`src/sv/assert_macros.svh`:
```
// Assertion macros shared by the shift engine modules.
// Each macro expects signals named clock and reset in the enclosing module.
`ifndef ASSERT_MACROS_SVH
`define ASSERT_MACROS_SVH

// A condition that holds on every clock edge outside reset.
`define JMS_ASSERT_ALWAYS(lbl, cond, msg) \
   lbl: assert property (@(posedge clock) disable iff (reset) (cond)) else $error(msg);

// An implication checked on the same clock edge.
`define JMS_ASSERT_IMPLY(lbl, ante, cons, msg) \
   lbl: assert property (@(posedge clock) disable iff (reset) (ante) |-> (cons)) \
      else $error(msg);

// An implication whose consequence is checked on the next clock edge.
`define JMS_ASSERT_NEXT(lbl, ante, cons, msg) \
   lbl: assert property (@(posedge clock) disable iff (reset) (ante) |=> (cons)) \
      else $error(msg);

`endif

```
`src/sv/jms_pkg.sv`:
```
// Types, codes and helper functions of the JTAG master shift engine.
// Used by jms_front, jms_back and jtag_master_shift_engine; no dependencies.
package jms_pkg;

   localparam int QueueDepth   = 2;
   localparam int QueuePtrBits = $clog2(QueueDepth);
   localparam int QueueCntBits = $clog2(QueueDepth + 1);
   localparam int HalfBits     = 16;
   localparam logic [HalfBits-1:0] HalfMin = 16'd2;

   typedef enum logic [1:0] {
      CMD_SET_PINS = 2'd0,
      CMD_TMS_SEQ  = 2'd1,
      CMD_SHIFT    = 2'd2,
      CMD_RESERVED = 2'd3
   } cmd_type;

   typedef enum logic [1:0] {
      STATUS_OK         = 2'd0,
      STATUS_DISABLED   = 2'd1,
      STATUS_BOTH_ENTRY = 2'd2
   } status_type;

   typedef enum logic {
      CSR_ENABLED         = 1'b0,
      CSR_TCK_HALF_PERIOD = 1'b1
   } csr_index_type;

   typedef enum logic [1:0] {
      OP_REPORT,
      OP_SET_PINS,
      OP_TMS_SEQ,
      OP_SHIFT
   } op_type;

   typedef enum logic [1:0] {
      BK_IDLE,
      BK_ENTRY,
      BK_DATA,
      BK_EXIT
   } back_state_type;

   typedef struct packed {
      cmd_type    command;
      logic       nrst;
      logic       ntrst;
      logic       tdi_level;
      logic [2:0] bit_count_code;
      logic [7:0] data_byte;
      logic       enter_dr;
      logic       enter_ir;
      logic       exit_update;
      logic [7:0] target_tdo;
   } req_word_type;

   typedef struct packed {
      logic       tck_pulse;
      logic       tms;
      logic       tdi;
      logic       nrst_out;
      logic       ntrst_out;
      status_type status;
      logic [7:0] received_byte;
      logic       last;
   } rsp_word_type;

   // A classified command as handed from the front to the back.
   typedef struct packed {
      op_type     op;
      status_type status;
      logic       nrst;
      logic       ntrst;
      logic       tdi_level;
      logic [2:0] bit_code;
      logic [7:0] data;
      logic       enter_dr;
      logic       enter_ir;
      logic       exit_update;
      logic [7:0] rx;
   } plan_type;

   // Keeps the low code+1 bits of a byte.
   function automatic logic [7:0] low_bits(input logic [7:0] value, input logic [2:0] code);
      logic [7:0] mask;
      mask = 8'hFF >> (3'd7 - code);
      return value & mask;
   endfunction

endpackage

```
`src/sv/jtag_master_shift_engine.sv`:
```
// JTAG master shift engine: top level with the control registers.
// Instantiates jms_front and jms_back; depends on jms_pkg.
//
// Usage:
//   Commands enter as req_word with req_push; a word is taken on a clock edge
//   with req_push high and req_full low. A two-entry queue of classified
//   commands sits between the front end and the pulse sequencer.
//   Results leave as rsp_word while rsp_empty is low and are taken with
//   rsp_pop. Each result is one TCK pulse (or one pin update or status
//   report), and the one that ends a command has last set.
//   Control registers are written through csr_valid/csr_ready (always ready)
//   with csr_index 0 = enabled, 1 = TCK half period (held at two or more).
//   Write them only while the engine is idle.
// Timing:
//   A command that makes no pulse has its result written to the result
//   register as the sequencer takes it from the queue. A pulsing command
//   gives 1 to 14 pulses, each a low and a high half timed by the half-period
//   counter of the sequencer, which returns to idle between commands.
//   If rsp_pop stays low the sequencer holds at the end of its next pulse
//   and the queue fills until req_full rises; nothing is dropped.
// Reset:
//   Clears the plan queue and the result register; nRST, nTRST and TDI go
//   high, TMS low, the engine is disabled and the half period is two.

module jtag_master_shift_engine (
   input  logic                         clock,
   input  logic                         reset,
   input  logic                         req_push,
   output logic                         req_full,
   input  jms_pkg::req_word_type        req_word,
   output logic                         rsp_empty,
   input  logic                         rsp_pop,
   output jms_pkg::rsp_word_type        rsp_word,
   input  logic                         csr_valid,
   output logic                         csr_ready,
   input  jms_pkg::csr_index_type       csr_index,
   input  logic [jms_pkg::HalfBits-1:0] csr_data
);

   logic                         enabled_ff, enabled_in;
   logic [jms_pkg::HalfBits-1:0] half_ff, half_in;
   logic                         plan_valid;
   logic                         plan_pop;
   jms_pkg::plan_type            plan;

   assign csr_ready = 1'b1;

   always_comb begin
      enabled_in = enabled_ff;
      half_in    = half_ff;
      if (csr_valid) begin
         case (csr_index)
            jms_pkg::CSR_ENABLED: enabled_in = csr_data[0];
            jms_pkg::CSR_TCK_HALF_PERIOD:
               half_in = (csr_data < jms_pkg::HalfMin) ? jms_pkg::HalfMin : csr_data;
            default: enabled_in = enabled_ff;
         endcase
      end
   end

   always_ff @(posedge clock) begin
      if (reset) begin
         enabled_ff <= 1'b0;
         half_ff    <= jms_pkg::HalfMin;
      end else begin
         enabled_ff <= enabled_in;
         half_ff    <= half_in;
      end
   end

   jms_front u_front (
      .clock      (clock),
      .reset      (reset),
      .enabled    (enabled_ff),
      .req_push   (req_push),
      .req_full   (req_full),
      .req_word   (req_word),
      .plan_valid (plan_valid),
      .plan       (plan),
      .plan_pop   (plan_pop)
   );

   jms_back u_back (
      .clock       (clock),
      .reset       (reset),
      .half_period (half_ff),
      .plan_valid  (plan_valid),
      .plan        (plan),
      .plan_pop    (plan_pop),
      .rsp_empty   (rsp_empty),
      .rsp_pop     (rsp_pop),
      .rsp_word    (rsp_word)
   );

endmodule

```
`src/sv/jms_front.sv`:
```
// Front end of the shift engine: accepts command words, classifies them and
// queues the resulting plans for the back end. Depends on jms_pkg.
`include "assert_macros.svh"

module jms_front (
   input  logic                 clock,
   input  logic                 reset,
   input  logic                 enabled,
   input  logic                 req_push,
   output logic                 req_full,
   input  jms_pkg::req_word_type req_word,
   output logic                 plan_valid,
   output jms_pkg::plan_type    plan,
   input  logic                 plan_pop
);

   jms_pkg::plan_type                   queue_ff [jms_pkg::QueueDepth];
   logic [jms_pkg::QueuePtrBits-1:0]    wr_ptr_ff, wr_ptr_in;
   logic [jms_pkg::QueuePtrBits-1:0]    rd_ptr_ff, rd_ptr_in;
   logic [jms_pkg::QueueCntBits-1:0]    count_ff, count_in;
   logic                                accept;
   logic                                take;
   jms_pkg::plan_type                   classified;

   assign req_full   = (count_ff == jms_pkg::QueueCntBits'(jms_pkg::QueueDepth));
   assign accept     = req_push && !req_full;
   assign plan_valid = (count_ff != '0);
   assign take       = plan_pop && plan_valid;
   assign plan       = queue_ff[rd_ptr_ff];

   always_comb begin
      classified           = '0;
      classified.op        = jms_pkg::OP_REPORT;
      classified.status    = jms_pkg::STATUS_OK;
      classified.nrst      = req_word.nrst;
      classified.ntrst     = req_word.ntrst;
      classified.tdi_level = req_word.tdi_level;
      classified.bit_code  = req_word.bit_count_code;
      classified.data      = req_word.data_byte;
      classified.enter_dr  = req_word.enter_dr;
      classified.enter_ir  = req_word.enter_ir;
      classified.exit_update = req_word.exit_update;
      classified.rx        = jms_pkg::low_bits(req_word.target_tdo, req_word.bit_count_code);
      if (!enabled) begin
         classified.status = jms_pkg::STATUS_DISABLED;
      end else begin
         case (req_word.command)
            jms_pkg::CMD_SET_PINS: classified.op = jms_pkg::OP_SET_PINS;
            jms_pkg::CMD_TMS_SEQ:  classified.op = jms_pkg::OP_TMS_SEQ;
            jms_pkg::CMD_SHIFT: begin
               if (req_word.enter_dr && req_word.enter_ir) begin
                  classified.status = jms_pkg::STATUS_BOTH_ENTRY;
               end else begin
                  classified.op = jms_pkg::OP_SHIFT;
               end
            end
            default: classified.op = jms_pkg::OP_REPORT;
         endcase
      end
   end

   always_comb begin
      wr_ptr_in = accept ? wr_ptr_ff + 1'b1 : wr_ptr_ff;
      rd_ptr_in = take ? rd_ptr_ff + 1'b1 : rd_ptr_ff;
      count_in  = count_ff;
      if (accept && !take) begin
         count_in = count_ff + 1'b1;
      end else if (take && !accept) begin
         count_in = count_ff - 1'b1;
      end
   end

   always_ff @(posedge clock) begin
      if (reset) begin
         wr_ptr_ff <= '0;
         rd_ptr_ff <= '0;
         count_ff  <= '0;
      end else begin
         wr_ptr_ff <= wr_ptr_in;
         rd_ptr_ff <= rd_ptr_in;
         count_ff  <= count_in;
      end
   end

   always_ff @(posedge clock) begin
      if (accept) begin
         queue_ff[wr_ptr_ff] <= classified;
      end
   end

   `JMS_ASSERT_ALWAYS(a_count_bound,
      count_ff <= jms_pkg::QueueCntBits'(jms_pkg::QueueDepth), "plan queue overfilled")
   `JMS_ASSERT_NEXT(a_count_tracks, accept && !take, count_ff == $past(count_ff) + 1'b1,
      "plan queue count did not follow a push")

endmodule

```
`src/sv/jms_back.sv`:
```
// Back end of the shift engine: runs one plan at a time, as TCK pulses timed
// by the half-period counter or as one pin update or report, keeps the pin
// state and holds the result word. Depends on jms_pkg.
`include "assert_macros.svh"

module jms_back (
   input  logic                          clock,
   input  logic                          reset,
   input  logic [jms_pkg::HalfBits-1:0]  half_period,
   input  logic                          plan_valid,
   input  jms_pkg::plan_type             plan,
   output logic                          plan_pop,
   output logic                          rsp_empty,
   input  logic                          rsp_pop,
   output jms_pkg::rsp_word_type         rsp_word
);

   jms_pkg::back_state_type       state_ff, state_in;
   jms_pkg::plan_type             cur_ff, cur_in;
   logic [2:0]                    bit_ff, bit_in;
   logic [jms_pkg::HalfBits-1:0]  timer_ff, timer_in;
   logic                          hi_ff, hi_in;
   logic                          nrst_ff, nrst_in;
   logic                          ntrst_ff, ntrst_in;
   logic                          tdi_ff, tdi_in;
   logic                          tms_ff, tms_in;
   logic                          rsp_valid_ff, rsp_valid_in;
   jms_pkg::rsp_word_type         rsp_word_ff, rsp_word_in;
   logic [jms_pkg::HalfBits-1:0]  half_m1;
   logic                          slot_free;
   logic                          tick;
   logic                          emit;
   logic                          step_done;
   logic                          entry_end;
   logic                          data_end;
   jms_pkg::rsp_word_type         result;

   assign half_m1   = half_period - 1'b1;
   assign slot_free = !rsp_valid_ff || rsp_pop;
   // A pulse is complete at the end of its high half.
   assign tick      = hi_ff && (timer_ff == half_m1);
   assign step_done = tick && slot_free;
   assign entry_end = (bit_ff == (cur_ff.enter_ir ? 3'd3 : 3'd2));
   assign data_end  = (bit_ff == cur_ff.bit_code);

   // Next state.
   always_comb begin
      state_in = state_ff;
      case (state_ff)
         jms_pkg::BK_IDLE: begin
            if (plan_valid && plan.op == jms_pkg::OP_TMS_SEQ) begin
               state_in = jms_pkg::BK_DATA;
            end else if (plan_valid && plan.op == jms_pkg::OP_SHIFT) begin
               state_in = (plan.enter_dr || plan.enter_ir) ? jms_pkg::BK_ENTRY
                                                           : jms_pkg::BK_DATA;
            end
         end
         jms_pkg::BK_ENTRY: begin
            if (step_done && entry_end) begin
               state_in = jms_pkg::BK_DATA;
            end
         end
         jms_pkg::BK_DATA: begin
            if (step_done && data_end) begin
               state_in = (cur_ff.op == jms_pkg::OP_SHIFT && cur_ff.exit_update)
                          ? jms_pkg::BK_EXIT : jms_pkg::BK_IDLE;
            end
         end
         jms_pkg::BK_EXIT: begin
            if (step_done && bit_ff != 3'd0) begin
               state_in = jms_pkg::BK_IDLE;
            end
         end
         default: state_in = jms_pkg::BK_IDLE;
      endcase
   end

   // Outputs, pin state and pulse timing.
   always_comb begin
      cur_in     = cur_ff;
      bit_in     = bit_ff;
      nrst_in    = nrst_ff;
      ntrst_in   = ntrst_ff;
      tdi_in     = tdi_ff;
      tms_in     = tms_ff;
      plan_pop   = 1'b0;
      emit       = 1'b0;
      result           = '0;
      result.tck_pulse = 1'b1;
      result.tms       = tms_ff;
      result.tdi       = tdi_ff;
      result.nrst_out  = nrst_ff;
      result.ntrst_out = ntrst_ff;
      result.status    = jms_pkg::STATUS_OK;
      // Half-period counter; it waits at the end of a pulse while the
      // result register is still occupied.
      timer_in = timer_ff;
      hi_in    = hi_ff;
      if (state_ff == jms_pkg::BK_IDLE || step_done) begin
         timer_in = '0;
         hi_in    = 1'b0;
      end else if (!tick) begin
         if (timer_ff == half_m1) begin
            timer_in = '0;
            hi_in    = 1'b1;
         end else begin
            timer_in = timer_ff + 1'b1;
         end
      end

      case (state_ff)
         jms_pkg::BK_IDLE: begin
            bit_in = 3'd0;
            if (plan_valid) begin
               case (plan.op)
                  jms_pkg::OP_REPORT: begin
                     if (slot_free) begin
                        plan_pop         = 1'b1;
                        emit             = 1'b1;
                        result.tck_pulse = 1'b0;
                        result.status    = plan.status;
                        result.last      = 1'b1;
                     end
                  end
                  jms_pkg::OP_SET_PINS: begin
                     if (slot_free) begin
                        plan_pop         = 1'b1;
                        emit             = 1'b1;
                        nrst_in          = plan.nrst;
                        ntrst_in         = plan.ntrst;
                        tdi_in           = plan.tdi_level;
                        result.tck_pulse = 1'b0;
                        result.tdi       = plan.tdi_level;
                        result.nrst_out  = plan.nrst;
                        result.ntrst_out = plan.ntrst;
                        result.last      = 1'b1;
                     end
                  end
                  jms_pkg::OP_TMS_SEQ: begin
                     plan_pop = 1'b1;
                     cur_in   = plan;
                     nrst_in  = plan.nrst;
                     ntrst_in = plan.ntrst;
                     tdi_in   = plan.tdi_level;
                  end
                  default: begin
                     plan_pop = 1'b1;
                     cur_in   = plan;
                  end
               endcase
            end
         end
         jms_pkg::BK_ENTRY: begin
            // IR entry clocks TMS 1,1,0,0 and DR entry 1,0,0.
            result.tms = cur_ff.enter_ir ? (bit_ff < 3'd2) : (bit_ff == 3'd0);
            if (step_done) begin
               emit   = 1'b1;
               bit_in = entry_end ? 3'd0 : bit_ff + 1'b1;
               if (entry_end) begin
                  tms_in = 1'b0;
               end
            end
         end
         jms_pkg::BK_DATA: begin
            if (cur_ff.op == jms_pkg::OP_TMS_SEQ) begin
               result.tms  = cur_ff.data[bit_ff];
               result.last = data_end;
            end else begin
               result.tdi  = cur_ff.data[bit_ff];
               result.tms  = (cur_ff.exit_update && data_end) ? 1'b1 : tms_ff;
               result.last = data_end && !cur_ff.exit_update;
               result.received_byte = result.last ? cur_ff.rx : 8'd0;
            end
            if (step_done) begin
               emit   = 1'b1;
               tms_in = result.tms;
               tdi_in = result.tdi;
               bit_in = data_end ? 3'd0 : bit_ff + 1'b1;
            end
         end
         jms_pkg::BK_EXIT: begin
            // Exit1 with TMS high, then Update with TMS low back to idle.
            result.tms = (bit_ff == 3'd0);
            if (bit_ff != 3'd0) begin
               result.last          = 1'b1;
               result.received_byte = cur_ff.rx;
            end
            if (step_done) begin
               emit   = 1'b1;
               tms_in = result.tms;
               bit_in = bit_ff + 1'b1;
            end
         end
         default: begin
            bit_in = 3'd0;
         end
      endcase

      rsp_valid_in = emit ? 1'b1 : (rsp_pop ? 1'b0 : rsp_valid_ff);
      rsp_word_in  = emit ? result : rsp_word_ff;
   end

   always_ff @(posedge clock) begin
      if (reset) begin
         state_ff     <= jms_pkg::BK_IDLE;
         bit_ff       <= '0;
         timer_ff     <= '0;
         hi_ff        <= 1'b0;
         nrst_ff      <= 1'b1;
         ntrst_ff     <= 1'b1;
         tdi_ff       <= 1'b1;
         tms_ff       <= 1'b0;
         rsp_valid_ff <= 1'b0;
      end else begin
         state_ff     <= state_in;
         bit_ff       <= bit_in;
         timer_ff     <= timer_in;
         hi_ff        <= hi_in;
         nrst_ff      <= nrst_in;
         ntrst_ff     <= ntrst_in;
         tdi_ff       <= tdi_in;
         tms_ff       <= tms_in;
         rsp_valid_ff <= rsp_valid_in;
      end
   end

   always_ff @(posedge clock) begin
      cur_ff      <= cur_in;
      rsp_word_ff <= rsp_word_in;
   end

   assign rsp_empty = !rsp_valid_ff;
   assign rsp_word  = rsp_word_ff;

   `JMS_ASSERT_IMPLY(a_pop_only_idle, plan_pop, state_ff == jms_pkg::BK_IDLE,
      "plan taken while a previous one is still running")
   `JMS_ASSERT_IMPLY(a_emit_has_room, emit, slot_free,
      "result written over a word that was not taken")
   `JMS_ASSERT_IMPLY(a_timer_bound, state_ff != jms_pkg::BK_IDLE, timer_ff <= half_m1,
      "half-period counter ran past its limit")
   `JMS_ASSERT_NEXT(a_exit_leaves_tms_low, state_ff == jms_pkg::BK_EXIT && step_done
      && bit_ff != 3'd0, !tms_ff && state_ff == jms_pkg::BK_IDLE,
      "update step did not return TMS low to idle")

endmodule
```
`config.mk`:
```
export PLATFORM = sky130hd
export DESIGN_NAME = jtag_master_shift_engine
export DESIGN_NICKNAME = d
export VERILOG_FILES = /design/src/sv/jms_pkg.sv /design/src/sv/jtag_master_shift_engine.sv /design/src/sv/jms_front.sv /design/src/sv/jms_back.sv
export VERILOG_INCLUDE_DIRS = /design/src /design/src/sv
export SDC_FILE = /design/constraint.sdc
export NUM_CORES = 1
export LEC_CHECK = 0
export ABC_AREA = 1
export ABC_CLOCK_PERIOD_IN_PS = 3000
export BUFFER_PORTS_ARGS = -buffer_cell sky130_fd_sc_hd__buf_4
export CAP_MARGIN = 20
export CORE_MARGIN = 10
export CORE_UTILIZATION = 59
export CTS_CLUSTER_SIZE = 10
export DETAILED_ROUTE_END_ITERATION = 10
export GPL_ROUTABILITY_DRIVEN = 1
export PLACE_DENSITY_LB_ADDON = 0.15
export RECOVER_POWER = 100
export SLEW_MARGIN = 20
export SYNTH_ARGS = -nofsm -noshare
export SYNTH_HDL_FRONTEND = slang
export SYNTH_SLANG_ARGS = --single-unit
```
`constraint.sdc`:
```
create_clock -name clock -period 3 [get_ports clock]
set_input_delay 0.6 -clock clock [delete_from_list [all_inputs] [get_ports clock]]
set_output_delay 0.6 -clock clock [all_outputs]
set_load 0.005 [all_outputs]
```
# ---- Word-level counts from Yosys, hierarchy flattened
# Memories as Yosys holds them, arrays and structs flattened. A register that Yosys moved wholly into a read port is not among the register bits.
# Cells that the tools add are included.
dict set report classes {
  n_addsub 8
  n_lt_le_gt_ge 3
  n_eq_ne 26
  shifts 1
  n_mux 74
  bitwise 4
  reduce_logical 48
}
# op count
set op_table {}
lappend op_table {{$mux W16} 2}
lappend op_table {{$mux W2} 16}
lappend op_table {{$mux W1} 30}
lappend op_table {{$mux W3} 7}
lappend op_table {{$ne A2 B1 Y1 const B} 9}
lappend op_table {{$add A16 B1 Y16 const B} 1}
lappend op_table {{$eq A16 B16 Y1} 1}
lappend op_table {{$eq A2 B2 Y1 const B} 8}
lappend op_table {{$lt A16 B2 Y1 const B} 1}
lappend op_table {{$mux W8} 2}
lappend op_table {{$pmux W8 S2} 1}
lappend op_table {{$sub A16 B1 Y16 const B} 1}
lappend op_table {{$logic_and A1 B1 Y1} 15}
lappend op_table {{$pmux W1 S2} 6}
lappend op_table {{$pmux W3 S4} 1}
lappend op_table {{$reduce_and A4 Y1} 3}
lappend op_table {{$reduce_and A5 Y1} 2}
lappend op_table {{$reduce_bool A2 Y1} 5}
lappend op_table {{$mux W9} 1}
lappend op_table {{$pmux W1 S3} 3}
lappend op_table {{$reduce_and A3 Y1} 3}
lappend op_table {{$and A8 B8 Y8} 1}
lappend op_table {{$pmux W2 S4} 1}
lappend op_table {{$shr A8 B3 Y8 const A} 1}
lappend op_table {{other kinds (24)} 43}
dict set report totals {
  ff_bits 87
  ram_bits 58
  input_bits 49
  output_inout_bits 19
  word_cells 193
  memories 1
}
# memory depth width rd rd_clocked_by_memory_dff write_ports line_no
set mem_list {}
lappend mem_list {u_front.queue_ff 2 29 1 1 1 jms_front.sv:17} ;# jms_pkg::plan_type queue_ff [jms_pkg::QueueDepth];

# ---- Depth between registers and ports, before layout
dict set report logic_depth {
  ltp_word 10
  mapped_depth 18
  mapped_depth_nobuf 18
}

# ---- Modules after synthesis
# From an unflattened synthesis, not the netlist that was laid out.
dict set report hier_totals {
  cells_unflattened 752
  area_unflattened_um2 7053.0
}
# mod n_inst cells_per_inst area_each_um2 seq_area_each_um2
set by_module_without_submodules {}
lappend by_module_without_submodules {jms_back 1 508 3831.2 1711.6}
lappend by_module_without_submodules {jms_front 1 149 2481.1 1841.8}
lappend by_module_without_submodules {jtag_master_shift_engine 1 95 740.7 340.3}

# ---- Worst setup path before layout
# Ideal clock, no wire load.
dict set report synth_timing {
  kind {flip-flop to flip-flop}
  start {register half_ff[0] in the netlist's numbering}
  end {register u_back.rsp_word_ff, in the netlist u_back.rsp_word[0] (enable)}
  setup_time_ps 373
  arrival_ps 2042
  required_time_ps 2627
  setup_slack_ps 585
  path_stages_with_launch 14
  path_buffers 0
  synth_period_minus_slack_ps 2415
  path_cell_list {dfxtp_1 > inv_2 > ha_1 > nand3_4 > nor2_4 > xor2_2 > nand2_1 > nor2_1 > nand3b_1 > nor2_2 > nand3_2 > clkinv_2 > nand2_2 > nand2_1}
}
dict set report synth_via {
  elab_chain_len 6
}
# item line_no
set synth_lines {}
lappend synth_lines {{start, declared} jtag_master_shift_engine.sv:41} ;# logic [jms_pkg::HalfBits-1:0] half_ff, half_in;
lappend synth_lines {{start signal, assigned} jtag_master_shift_engine.sv:64} ;# half_ff <= jms_pkg::HalfMin;
lappend synth_lines {{start signal, assigned} jtag_master_shift_engine.sv:67} ;# half_ff <= half_in;
lappend synth_lines {{$sub A16 B1 Y16} jms_back.sv:38} ;# assign half_m1 = half_period - 1'b1;
lappend synth_lines {{$eq A16 B16 Y1} jms_back.sv:41} ;# assign tick = hi_ff && (timer_ff == half_m1);
lappend synth_lines {{$logic_and A1 B1 Y1} jms_back.sv:41}
lappend synth_lines {{$logic_and A1 B1 Y1} jms_back.sv:42} ;# assign step_done = tick && slot_free;
lappend synth_lines {{$mux W1} {jms_back.sv:156, jms_back.sv:174, jms_back.sv:188}}
lappend synth_lines {{$pmux W1 S2} jms_back.sv:111} ;# case (state_ff)
lappend synth_lines {{net u_back.emit} jms_back.sv:32} ;# logic emit;
lappend synth_lines {{end signal, assigned} jms_back.sv:229} ;# rsp_word_ff <= rsp_word_in;
lappend synth_lines {{end, declared} jms_back.sv:28} ;# jms_pkg::rsp_word_type rsp_word_ff, rsp_word_in;
# The timed path passes the listed nets, and every way through them passes these cells.
# A chain may end at the register's enable or synchronous reset.

# ---- Final worst setup path
dict set report layout_timing {
  start {register half_ff[0] in the netlist's numbering}
  end {register u_back.rsp_word_ff, in the netlist u_back.rsp_word[12] (enable)}
}
# The elaborated chain is that of the path after synthesis.

==> results.json <==
{
  "drive_gt1_frac": 0.1339,
  "grt_start_max_net_pins": 24,
  "power.density_nw_per_um2": 777.8,
  "synth.net_count": 831,
  "period_share": 0.8877,
  "vias_per_cell": 5.474,
  "required_ps": 3110,
  "grt_pass1_wl_um": 25330,
  "dr.pass1.iters": 6,
  "track_usage": 0.1925,
  "cts-root-buf": "clkbuf_16",
  "dp.cells": 977,
  "ys_ff_latch": 146,
  "synth_warnings": 0,
  "fin_cells": 1009,
  "power.total_mw": 6.271,
  "post-cts-setup-buffers": 0,
  "cts_resized": 0,
  "die_w_um": 128.0,
  "cpMostUsedCell": "nand2_1",
  "r2r_setup_slack_ps": 340,
  "drtIter0Drc": 613,
  "maxCapViolations": 0,
  "ir_worst_vdd_uv": 559.6,
  "tns_ps": 0,
  "clockBufferDepth": 2,
  "row_count": 39,
  "hold_buffers": 0,
  "overflow": 0,
  "rsz0062_at_grt": "no",
  "initial_core_util": 0.6026,
  "final_util": 0.7061,
  "clock_latency_ps": 430,
  "diodes": 0,
  "nets": 907,
  "hold_viol": 0,
  "min_path_type": "input pin to flip-flop",
  "yosysSeqAreaShare": 0.5659,
  "r2r_end": "u_back.rsp_word[12]$_DFFE_PP_",
  "port_buffers": 66,
  "post_dp_cell_area_um2": 7560,
  "htreeDepth": 4,
  "wl_per_cell_um": 15.27,
  "finalSetupViolations": 0,
  "hp-start": "req_word[8]",
  "ff2ff_path_depth": 15,
  "remaining_drc_errors": 0,
  "first_global_vias": 5421,
  "syn_avg_cell_area_um2": 8.855,
  "crit_start": "half_ff[0]$_SDFFE_PP0P_",
  "outcome": "complete, no violations",
  "core_um2": 11420,
  "slew_viol_final": 0,
  "slowest_stage": "dfxtp_1",
  "synth_area_um2": 6880,
  "min_period_ps": 2663,
  "crit_arrival_ps": 2770,
  "cp-endpoint": "u_back.rsp_word[12]$_DFFE_PP_",
  "gp_congestion": 0.9376,
  "fin_area_um2": 8063,
  "dieArea_um2": 16380,
  "cts_buffers": 17,
  "leakagePower_nw": 3.313,
  "vias": 5523,
  "synth_cell_types": 44,
  "critPathKind": "flip-flop to flip-flop",
  "syn-instance-count": 777,
  "antenna_found_initial": 0,
  "drt.antenna.violating_nets": 0,
  "pin_count": 68,
  "cp_cell_sequence": "inv_2 -> ha_1 -> nand3_4 -> nor2_4 -> nand2_1 -> nand2_1 -> nand2_1 -> nor2_1 -> nand3b_1 -> nor2_1 -> nand3_2 -> clkinv_2 -> nand2_2 -> nand2_1 -> buf_4",
  "dp_hpwl_um": 11290,
  "wl_um": 15410,
  "clk_pin_slew_ps": 60,
  "max_freq_mhz": 375.5,
  "cp_max_fo": 17,
  "area_delta_synth_final_pct": 17.18,
  "finClkSkew_ps": 7.387,
  "endpoint_kind": "flip-flop",
  "die_height_um": 128.0,
  "start_kind": "flip-flop",
  "cts.sinks": 146,
  "crit-reg2reg-launch": "half_ff[0]$_SDFFE_PP0P_",
  "tightest_slew_ps": 1251,
  "relSlewSlack": 0.1660,
  "cts_tree": "yes",
  "critPathMaxStageDelay_ps": 340
}
[critical path, delay by kind of cell, from the launching register on]
family	cells	cell delay, ps
flip-flops	1	340
AND/OR/NAND/NOR	11	1320
adder cells (fa/ha/maj)	1	230
buffers and inverters	3	450
[flip-flops by register name, summed over array words and instances, names as in the netlist, named ones only]
signal,flops
u_back.tdi_ff,1
u_back.nrst_ff,1
u_front.wr_ptr_ff,1
u_back.rsp_word,16
u_back.cur_ff,23
u_back.hi_ff,1
u_front.count_ff,2
u_front.queue_ff,58
half_ff,16
u_back.tms_ff,1
u_back.timer_ff,16
u_back.bit_ff,3
u_front.rd_ptr_ff,1
u_back.rsp_valid_ff,1
u_back.state_ff,2
enabled_ff,1
u_back.ntrst_ff,1
[where the power goes]
part           total, mW  internal (mW)  switching (mW)
Clock               2.16           1.32           0.837
Sequential          2.80           2.65           0.154
Combinational       1.31          0.436           0.871
Total               6.27           4.41            1.86
[cell usage after synthesis (all sizes together)]
cell | n | area [um^2]
a211o | 2 | 17.52
a211oi | 8 | 60.06
a21boi | 2 | 15.01
a21oi | 48 | 255.2
a31oi | 3 | 18.77
buf | 9 | 57.56
clkbuf | 8 | 30.03
clkinv | 5 | 20.01
conb | 1 | 3.750
dfxtp | 49 | 980.9
edfxtp | 97 | 2913
ha | 5 | 62.56
inv | 77 | 289.0
mux2i | 1 | 10.01
nand2 | 230 | 868.3
nand3 | 32 | 182.7
nand3b | 7 | 52.55
nand4 | 9 | 56.30
nor2 | 92 | 387.9
nor3 | 8 | 40.04
nor3b | 1 | 7.510
nor4 | 5 | 31.28
o211ai | 3 | 22.52
o21a | 2 | 15.01
o21ai | 35 | 175.2
o21bai | 2 | 15.01
o22ai | 3 | 18.77
or2 | 9 | 56.31
xnor2 | 7 | 61.31
xor2 | 17 | 156.4
[cell usage in the layout (no fill, tap or decap), drive strengths merged]
cell    count
o21a        2
clkbuf     61
ha          5
a21oi      48
a211o       2
nand4       9
xor2       17
a211oi      8
or2         9
o22ai       3
nor3b       1
mux2i       1
o21ai      35
buf        32
o21bai      2
a31oi       3
a21boi      2
xnor2       7
clkinv     10
dfxtp      49
nor4        5
edfxtp     97
nor3        8
inv        82
nor2       92
bufinv      3
nand2     230
nand3      32
nand3b      7
o211ai      3
conb        1
[metal layers]
layer  vias up  GRT usage  part of all wire
met5         -          0                 0
met1      2594     0.2198              0.41
met4         0    0.07417             0.024
li1       2720          -                 -
met2       177     0.3346              0.51
met3        32    0.05335             0.054
[kinds of logic (layout without fill, tap and decap cells)]
kind of cell | Yosys count | count (layout) | share of synthesized area
flip-flops | 146 | 146 | 0.5659
other | 1 | 1 | 0.0005450
multiplexers | 1 | 1 | 0.001455
AO/OA/AOI/OAI | 108 | 108 | 0.08910
XOR/XNOR | 24 | 24 | 0.03164
AND/OR/NAND/NOR | 393 | 393 | 0.2446
buffers and inverters | 99 | 188 | 0.05765
adder cells (fa/ha/maj) | 5 | 5 | 0.009093
[stage by stage]
stage                     setup slack [ps]  hold WS, ps
after global routing                 99.31        363.4
after CTS                            393.5        344.5
after detailed placement             452.9        453.1
after global placement               560.6        445.9
after floorplan                      585.3        436.3
final                                336.9        376.1
[area by class of cell]
| type | instances | area, um^2 |
|---|---|---|
| Tap cell | 143 | 178.9 |
| Clock buffer | 19 | 432.9 |
| Fill cell | 879 | 3356 |
| Inverter | 82 | 309.0 |
| Multi-Input combinational cell | 532 | 2579 |
| Clock inverter | 13 | 172.7 |
| Sequential cell | 146 | 3894 |
| Timing Repair Buffer | 74 | 496.7 |
[worst min path at each step]
stage                                       endpoint  slack [ps]  depth (start not counted)
detailed placement       u_back.nrst_ff$_SDFFE_PP1P_         450                          1
global route        u_front.queue_ff[0][8]$_DFFE_PP_         360                          1
floorplan                u_back.nrst_ff$_SDFFE_PP1P_         440                          1
finish              u_front.queue_ff[1][8]$_DFFE_PP_         380                          1
CTS                 u_front.queue_ff[0][8]$_DFFE_PP_         340                          1
global placement        u_back.ntrst_ff$_SDFFE_PP1P_         450                          1
Note: power is estimated with default switching activity, not from simulation.
